[src/sv/kmp_prefix_function_macros.svh]
// ---------------------------------------------------------------------------
// kmp prefix function assertion macros
// shared concurrent assertion forms for the block's rtl
// ---------------------------------------------------------------------------
`ifndef KMP_PREFIX_FUNCTION_MACROS_SVH
`define KMP_PREFIX_FUNCTION_MACROS_SVH

// same-cycle implication
`define KMP_ASSERT_IMP(lbl, clk, rst, ante, cons, msg) \
   lbl: assert property (@(posedge clk) disable iff (rst) (ante) |-> (cons)) \
      else $error(msg);

// next-cycle implication
`define KMP_ASSERT_NXT(lbl, clk, rst, ante, cons, msg) \
   lbl: assert property (@(posedge clk) disable iff (rst) (ante) |=> (cons)) \
      else $error(msg);

`endif

[src/sv/kmp_pf_pkg.sv]
// ---------------------------------------------------------------------------
// kmp prefix function package
// item types shared by the prefix function rtl
// ---------------------------------------------------------------------------
package kmp_pf_pkg;

   localparam int CHAR_W = 8;
   localparam int FIELD_W = 8;

   typedef struct packed {
      logic              first;
      logic [CHAR_W-1:0] pattern_char;
   } req_type;

   typedef struct packed {
      logic [FIELD_W-1:0] position;
      logic [FIELD_W-1:0] prefix_length;
      logic               overflow;
   } rsp_type;

endpackage

[src/sv/kmp_pf_ram.sv]
// ---------------------------------------------------------------------------
// kmp prefix function ram
// simple dual port memory, one write and one registered read per cycle
// ---------------------------------------------------------------------------
module kmp_pf_ram #(
   parameter int WIDTH = 8,
   parameter int DEPTH = 256,
   localparam int ADDR_W = (DEPTH > 1) ? $clog2(DEPTH) : 1
) (
   input  logic              clock,
   input  logic              wr_en,
   input  logic [ADDR_W-1:0] wr_addr,
   input  logic [WIDTH-1:0]  wr_data,
   input  logic [ADDR_W-1:0] rd_addr,
   output logic [WIDTH-1:0]  rd_data
);

   logic [WIDTH-1:0] mem [DEPTH];
   logic [WIDTH-1:0] rd_data_ff;

   always_ff @(posedge clock) begin
      if (wr_en) begin
         mem[wr_addr] <= wr_data;
      end
      rd_data_ff <= mem[rd_addr];
   end

   assign rd_data = rd_data_ff;

endmodule

[src/sv/kmp_prefix_function.sv]
// ---------------------------------------------------------------------------
// kmp prefix function
// computes the kmp border length for each pattern character as it arrives
// ---------------------------------------------------------------------------
// usage:
//   an item (first flag, pattern byte) is taken when start is high and busy
//   is low. first restarts the pattern at position zero.
//   each item gives one result on rsp_data, marked by rsp_strobe for one
//   cycle, in the cycle after the sequencer finishes. the receiver cannot
//   stall; results must be taken when strobed.
//   position zero and overflow items are answered straight from idle, with
//   busy left low; other items pass through fetch and then compare, which
//   repeats once per fallback step, and the next item is taken once the
//   sequencer is back in idle. fallback steps average at most one per character.
//   busy is high while an item walks the border chain.
//   characters past MAX_PATTERN_LEN give position 0, prefix 0, overflow 1
//   until the next first flag.
//   reset clears the position counter and sequencer; the memories are not
//   cleared, since only entries of the current pattern are ever read.
// ---------------------------------------------------------------------------
`include "kmp_prefix_function_macros.svh"

module kmp_prefix_function
   import kmp_pf_pkg::*;
#(
   parameter int MAX_PATTERN_LEN = 256
) (
   input  logic    clock,
   input  logic    reset,
   input  logic    start,
   output logic    busy,
   input  req_type req_data,
   output logic    rsp_strobe,
   output rsp_type rsp_data
);

   localparam int IDX_W = $clog2(MAX_PATTERN_LEN);
   localparam int POS_W = $clog2(MAX_PATTERN_LEN + 1);
   localparam logic [POS_W-1:0] POS_MAX = POS_W'(MAX_PATTERN_LEN);

   typedef enum logic [1:0] {
      ST_IDLE,
      ST_FETCH,
      ST_CMP
   } state_type;

   state_type          state_ff, state_in;
   logic [POS_W-1:0]   next_pos_ff, next_pos_in;
   logic [IDX_W-1:0]   pos_ff, pos_in;
   logic [IDX_W-1:0]   len_ff, len_in;
   logic [CHAR_W-1:0]  char_ff, char_in;
   logic               rsp_strobe_ff, rsp_strobe_in;
   rsp_type            rsp_data_ff, rsp_data_in;

   logic               accept;
   logic [POS_W-1:0]   req_pos;
   logic               req_over;
   logic               wr_en;
   logic [IDX_W-1:0]   wr_addr;
   logic [CHAR_W-1:0]  wr_char;
   logic [IDX_W-1:0]   wr_border;
   logic [IDX_W-1:0]   border_rd_addr;
   logic [IDX_W-1:0]   border_rd_data;
   logic [CHAR_W-1:0]  char_rd_data;
   logic               char_match;

   assign busy     = (state_ff != ST_IDLE);
   assign accept   = start && !busy;
   assign req_pos  = req_data.first ? '0 : next_pos_ff;
   assign req_over = (req_pos >= POS_MAX);

   // shared compare against the character at the current border length
   assign char_match = (char_rd_data == char_ff);

   assign border_rd_addr = (state_ff == ST_IDLE) ? (req_pos[IDX_W-1:0] - 1'b1)
                                                 : (border_rd_data - 1'b1);

   kmp_pf_ram #(
      .WIDTH (CHAR_W),
      .DEPTH (MAX_PATTERN_LEN)
   ) u_char_ram (
      .clock   (clock),
      .wr_en   (wr_en),
      .wr_addr (wr_addr),
      .wr_data (wr_char),
      .rd_addr (border_rd_data),
      .rd_data (char_rd_data)
   );

   kmp_pf_ram #(
      .WIDTH (IDX_W),
      .DEPTH (MAX_PATTERN_LEN)
   ) u_border_ram (
      .clock   (clock),
      .wr_en   (wr_en),
      .wr_addr (wr_addr),
      .wr_data (wr_border),
      .rd_addr (border_rd_addr),
      .rd_data (border_rd_data)
   );

   always_comb begin
      state_in      = state_ff;
      next_pos_in   = next_pos_ff;
      pos_in        = pos_ff;
      len_in        = len_ff;
      char_in       = char_ff;
      rsp_strobe_in = 1'b0;
      rsp_data_in   = rsp_data_ff;
      wr_en         = 1'b0;
      wr_addr       = pos_ff;
      wr_char       = char_ff;
      wr_border     = '0;
      case (state_ff)
         ST_IDLE: begin
            if (accept) begin
               char_in = req_data.pattern_char;
               pos_in  = req_pos[IDX_W-1:0];
               if (req_over) begin
                  next_pos_in   = POS_MAX;
                  rsp_strobe_in = 1'b1;
                  rsp_data_in   = '{position: '0, prefix_length: '0, overflow: 1'b1};
               end else if (req_pos == '0) begin
                  wr_en         = 1'b1;
                  wr_addr       = '0;
                  wr_char       = req_data.pattern_char;
                  next_pos_in   = POS_W'(1);
                  rsp_strobe_in = 1'b1;
                  rsp_data_in   = '{position: '0, prefix_length: '0, overflow: 1'b0};
               end else begin
                  state_in = ST_FETCH;
               end
            end
         end
         ST_FETCH: begin
            len_in   = border_rd_data;
            state_in = ST_CMP;
         end
         ST_CMP: begin
            if (char_match || (len_ff == '0)) begin
               wr_en         = 1'b1;
               wr_border     = char_match ? (len_ff + 1'b1) : '0;
               next_pos_in   = POS_W'(pos_ff) + 1'b1;
               rsp_strobe_in = 1'b1;
               rsp_data_in   = '{position: FIELD_W'(pos_ff),
                                 prefix_length: FIELD_W'(wr_border),
                                 overflow: 1'b0};
               state_in      = ST_IDLE;
            end else begin
               // fall back to the border of the shorter prefix
               len_in = border_rd_data;
            end
         end
         default: begin
            state_in = ST_IDLE;
         end
      endcase
   end

   always_ff @(posedge clock) begin
      if (reset) begin
         state_ff      <= ST_IDLE;
         next_pos_ff   <= '0;
         rsp_strobe_ff <= 1'b0;
      end else begin
         state_ff      <= state_in;
         next_pos_ff   <= next_pos_in;
         rsp_strobe_ff <= rsp_strobe_in;
      end
      pos_ff      <= pos_in;
      len_ff      <= len_in;
      char_ff     <= char_in;
      rsp_data_ff <= rsp_data_in;
   end

   assign rsp_strobe = rsp_strobe_ff;
   assign rsp_data   = rsp_data_ff;

   `KMP_ASSERT_NXT(a_accept_progress, clock, reset, accept, busy || rsp_strobe,
                   "accepted item neither busy nor answered")
   `KMP_ASSERT_IMP(a_len_below_pos, clock, reset, state_ff == ST_CMP, len_ff < pos_ff,
                   "border length not below position")
   `KMP_ASSERT_IMP(a_next_pos_range, clock, reset, 1'b1, next_pos_ff <= POS_MAX,
                   "next position beyond capacity")
   `KMP_ASSERT_NXT(a_fetch_to_cmp, clock, reset, state_ff == ST_FETCH, state_ff == ST_CMP,
                   "fetch not followed by compare")

endmodule

[config.mk]
export PLATFORM = sky130hd
export DESIGN_NAME = kmp_prefix_function
export DESIGN_NICKNAME = d
export VERILOG_FILES = /design/src/sv/kmp_pf_pkg.sv /design/src/sv/kmp_pf_ram.sv /design/src/sv/kmp_prefix_function.sv
export VERILOG_INCLUDE_DIRS = /design/src /design/src/sv
export SDC_FILE = /design/constraint.sdc
export NUM_CORES = 2
export LEC_CHECK = 0
export BUFFER_PORTS_ARGS = -buffer_cell sky130_fd_sc_hd__buf_4
export CAP_MARGIN = 15
export CORE_ASPECT_RATIO = 0.75
export CORE_MARGIN = 3
export CORE_UTILIZATION = 50
export CTS_CLUSTER_SIZE = 20
export DETAILED_ROUTE_END_ITERATION = 12
export GPL_TIMING_DRIVEN = 1
export PLACE_DENSITY = 0.68
export SYNTH_ARGS = -nofsm -noshare
export SYNTH_HDL_FRONTEND = slang
export SYNTH_HIERARCHICAL = 1
export SYNTH_SLANG_ARGS = --single-unit
[constraint.sdc]
create_clock -name clock -period 9.1 [get_ports clock]
set_clock_uncertainty 0.2 [all_clocks]
set_input_delay 1.82 -clock clock [delete_from_list [all_inputs] [get_ports clock]]
set_output_delay 1.82 -clock clock [all_outputs]
set_load 0.1 [all_outputs]
# After elaboration in Yosys (flattened, before gate mapping)
# Memories as Yosys holds them, arrays and structs flattened. A register that Yosys moved wholly into a read port is not among the register bits.
# Index checks and enable logic that the tools add are counted.
# W data, S select, Z words.
# word_totals
reg_bits,53
mem_bits_rw,4096
input_bits,12
output_inout_bits,19
elab_cells,78
memories,2
# classes
addsub,4
n_lt_le_gt_ge,1
n_eq_ne,9
n_mux,40
reduce_logical,13
# memory_table
name,depth,word_bits,read_ports,rd_ports_with_merged_regs,wr,line,source
u_border_ram.mem,256,8,1,1,1,kmp_pf_ram.sv:18,logic [WIDTH-1:0] mem [DEPTH];
u_char_ram.mem,256,8,1,1,1,kmp_pf_ram.sv:18,
# ops
cell,n
$mux W8,13
$mux W17,4
$mux W9,5
$pmux W17 S2,1
$pmux W9 S2,1
$pmux W8 S2,1
$sub A8 B1 Y8 const B,2
$ne A2 B2 Y1 const B,5
$add A8 B1 Y9 const B,1
$ge A9 B9 Y1 const B,1
$logic_not A9 Y1,1
$add A8 B1 Y8 const B,1
$eq A8 B8 Y1,1
$logic_not A8 Y1,1
$mux W1,8
$mux W2,4
$reduce_and A4 Y1,2
$pmux W2 S3,1
$reduce_bool A2 Y1,3
$pmux W1 S2,2
$reduce_and A2 Y1,2
$ne A3 B2 Y1 const B,1
$eq A2 B1 Y1 const B,1
$eq A2 B2 Y1 const B,1
4 further kinds,4

# Depth between registers and ports, before layout
# depth
word_depth,8
ltp_mapped,15
depth_no_buf,12

# Hierarchy
# The synthesis kept the hierarchy.
# modules_own_cells
mod,instances,cells_each,area_per_inst_um2,seq_area_each_um2
kmp_pf_ram,2,3733,79556.3,61659.1
kmp_prefix_function,1,236,2740.1,1471.4

# Least setup slack after synthesis
# Ideal clock, no wire load.
# synth_path
path_type,flip-flop to flip-flop
from,register char_ff[2]
to,"memory u_border_ram.mem[0][2], data pin"
setup_time_ns,1.388
arrival_time_ns,7.311
t_required_ns,7.512
slack_ns,0.201
path_stages_with_launch,6
n_path_buf,1
period_less_slack_ns,8.899
path_cell_list,edfxtp_1 xor2_1 nor4_1 nand3_2 buf_2 nor2_1
# synth_via
elab_chain_len,4
word_cells_on_any_way,5
classes_between,eq/ne (1); mux (3); reduce/logical (1)
# synth_lines
item,line,source
from (decl),kmp_prefix_function.sv:51,"logic [CHAR_W-1:0] char_ff, char_in;"
from (signal assigned),kmp_prefix_function.sv:172,char_ff <= char_in;
$eq A8 B8 Y1 (*),kmp_prefix_function.sv:73,assign char_match = (char_rd_data == char_ff);
$mux W8 / $logic_or A1 B1 Y1 (equally long branches),"kmp_prefix_function.sv:142, kmp_prefix_function.sv:140",
$mux W8 (*),kmp_prefix_function.sv:140,if (char_match || (len_ff == '0)) begin
$mux W8 (*),kmp_prefix_function.sv:114,case (state_ff)
net wr_border[2],kmp_prefix_function.sv:61,logic [IDX_W-1:0] wr_border;
to (decl),kmp_pf_ram.sv:18,
# The timed path passes the listed nets; every way through them passes the cells marked *.

# Final worst setup path
# layout_path
from,input port req_data[8] in the netlist's numbering
to,"register u_border_ram.rd_data_ff[1], in the netlist u_border_ram/rd_data[1] (read register of u_border_ram.mem)"
# layout_via
elab_chain_len,3
# layout_lines
item,line,source
from (decl),kmp_prefix_function.sv:32,"input req_type req_data,"
$mux W9,kmp_prefix_function.sv:69,assign req_pos = req_data.first ? '0 : next_pos_ff;
net req_pos[0],kmp_prefix_function.sv:56,logic [POS_W-1:0] req_pos;
$sub A8 B1 Y8,kmp_prefix_function.sv:75,assign border_rd_addr = (state_ff == ST_IDLE) ? (req_pos[IDX_W-1:0] - 1'b1)
$mux W8,kmp_prefix_function.sv:75,
net border_rd_addr[0],kmp_prefix_function.sv:62,logic [IDX_W-1:0] border_rd_addr;
to (decl),kmp_pf_ram.sv:19,logic [WIDTH-1:0] rd_data_ff;
# The timed path passes the listed nets, and every way through them passes these cells.
# A chain may end at the register's enable or synchronous reset.

==> qor.yml <==
status: "completed"
leakage_nw: 60.86
synth_top_area_share_pct: 76.75
ys_types: 75
min_from: "next_pos_ff[6]$_SDFFE_PP0P_"
dieArea_um2: 330600
endpoint_kind: "flip-flop"
ys_seq_area_share_pct: 77.10
fin_setup_tns_ns: 0
peakVddDrop_v: 0.0002074
max_stage_delay_ns: 0.97
routed_via_density: 6.525
synth_top_flop_cell: "edfxtp_1"
ant_nets: 0
placed_cell_area_um2: 166500
reg2reg_from: "state_ff[1]$_SDFFE_PP0P_"
post_cts_buffers: 0
clk_latency_ns: 0.91
yosys_warnings: 6
synth_area_leaders: "edfxtp_1, mux4_2, mux2i_1"
syn_area_um2: 161900
root_buffer: "clkbuf_16"
dieHeight_um: 498.7
finalSetupViolations: 0
htree_num_levels: 5
setup.worst_path.start: "req_data[8]"
numCtsBuffers: 397
start_util_pct: 50.36
syn_nets: 7718
vias: 81260
synth.avg_cell_area_um2: 21.01
areaGrowthSynthToFinish_pct: 10.66
async_flop_share_pct: 0
crit_chain: "buf_4 > nor2b_1 > mux2i_4 > buf_12 > buf_12 > mux4_2 > mux4_2 > nor2b_1 > nor4_1 > nor4_1"
synth_top_cell_by_area: "edfxtp_1"
final_area_um2: 179100
max_freq_mhz: 167.8
maxSlewHeadroom_pct: 8.392
slew_violations: 0
wl_per_cell_um: 32.28
synth_seq_cells: 4165
cp-start-kind: "primary input"
layout.nets: 7857
grt.overflow.total: 0
finalWirelength_mm: 402.0
path_class: "in2reg"
hold_buffers: 0
cts_sinks: 4165
synth.most_common_cell: "edfxtp_1"
pin_count: 31
drc: 0
grtUsageTotal_pct: 24.06
worstMarginPinSlew_ns: 1.366
period_share_pct: 65.51
grt_pass1_vias: 78950
grt_max_degree: 201
cts_tree: "done"
critPathSlowestCell: "nor4_1"
arrival_ns: 6.50
die_w_um: 663.0
clock_path_buffers: 4
ctsResizeCount: 0
drv_cap: 0
n_fill_cell: 23310
min_path_type: "reg2reg"
grt_pass1_wl_mm: 579.2
worstPathRequired_ns: 9.64
synth_edf_count: 4137
drive_above_1_share_pct: 21.51
grt_setup_unrepaired: "no"
numPortBuffers: 30
firstDrtPassIters: 8
drtIter0Drc: 11970
hpwl_mm: 239.4
post-route-min-period_ns: 5.961
core_area_um2: 321400
postSynthCellCount: 7702
power_density_nw_per_um2: 257.7
crit_fanout: 110
final_hold_viol_count: 0
clk_pin_slew_ns: 0.06
rows: 180
place_congestion: 0.8869
antenna_found_initial: 30
yosys-top-cells-count: "edfxtp_1, mux4_2, nor2_1"
[cells by family (layout without fill, tap and decap cells)]
logic type | Yosys count | after routing | synth area share [%]
buffers and inverters | 484 | 946 | 1.845
AOI/OAI and AO/OA | 784 | 784 | 3.436
other | 0 | 12 | 0
muxes | 1206 | 1206 | 14.53
xor gates and xnor gates | 27 | 27 | 0.1461
DFF | 4165 | 4165 | 77.10
and+or+nand+nor | 1032 | 1032 | 2.912
adders and majority gates | 4 | 4 | 0.03092
[where the power goes]
part           switching, mW  internal (mW)  leakage, nW  total [mW]
registers              0.217           21.2         42.5        21.4
clock network           6.91           9.10         6.09        16.0
logic                   5.53           3.17         12.2        8.70
[worst max-delay path, delay by kind of cell]
family                 cells  cell delay [ns]
and+or+nand+nor            4             1.46
buffers and inverters      3             1.32
muxes                      3             1.44
[cell type report]
| class | instances | area [µm²] | area share (%) |
|---|---|---|---|
| clock inverters | 216 | 1896 | 1.058 |
| flip-flops and latches | 4165 | 124800 | 69.68 |
| multi-input cells | 3053 | 34500 | 19.26 |
| repair buffers | 212 | 1872 | 1.045 |
| inverters | 12 | 52.55 | 0.02934 |
| well taps | 4277 | 5351 | 2.988 |
| clock buffers | 506 | 10600 | 5.920 |
| diodes | 12 | 30.03 | 0.01677 |
[path summary, 6_finish.rpt]
| kind | slack, ns | depth (start not counted) | to |
|---|---|---|---|
| worst min-delay path | 0.29 | 2 | next_pos_ff[6]$_SDFFE_PP0P_ |
| worst max-delay path | 3.14 | 10 | u_border_ram/rd_data[1]$_DFF_P_ |
| worst min register to register | 0.29 | 2 | next_pos_ff[6]$_SDFFE_PP0P_ |
| worst max register to register | 3.45 | 9 | u_border_ram/rd_data[1]$_DFF_P_ |
[sequential cells by signal (all words and copies together), names as in the netlist]
register / count
u_char_ram/rd_data: 8
rsp_strobe: 1
u_border_ram/mem: 2048
pos_ff: 8
u_border_ram/rd_data: 8
rsp_data: 17
state_ff: 2
char_ff: 8
len_ff: 8
u_char_ram/mem: 2048
next_pos_ff: 9
[per-stage QoR]
stage          hold slack, ns  cells  setup slack (ns)  util [%]  total power, mW
2_1_floorplan          0.2471   7702            0.2013         -            27.49
3_3_place_gp           0.2751  11710             2.082     51.80            30.29
3_5_place_dp           0.2784  11710             2.215     51.81            30.39
4_1_cts                0.2895  12430             3.165     55.70            46.23
5_1_grt                0.3175  12450             2.915     55.73            47.49
6_report               0.2921  12450             3.139     55.73            46.16
[layout by cell type (no fill, tap or decap), types with 15 or more instances in the layout]
cell type  count
a211oi_1      32
a21oi_1      195
a221oi_1      26
a22o_1        16
a22oi_1      266
and2_1        19
buf_12        22
buf_4        181
bufinv_16     31
clkbuf_1      91
clkbuf_16    404
clkinv_1      89
clkinv_2      60
dfxtp_1       22
edfxtp_1    4137
inv_6         17
mux2i_1      281
mux4_2       908
nand2_1       78
nand2b_1      25
nand3_1       78
nand4_1       20
nor2_1       575
nor2_4        15
nor2b_1       64
nor3_1        48
nor4_1        43
o211ai_1      20
o21ai_0       20
o221ai_1      92
o22ai_1       57
xor2_1        20
[metal layers]
layer / GRT usage (%) / vias to the layer above / wire length (µm) / share of wire, %
li1: - / 32540 / - / -
met1: 36.84 / 42880 / 160600 / 40
met2: 34.38 / 5215 / 177400 / 44
met3: 6.451 / 623 / 53380 / 13
met4: 6.466 / 6 / 10520 / 2.6
met5: 0 / - / 40 / 0.010
No activity file was read; power rests on OpenSTA's default activity.
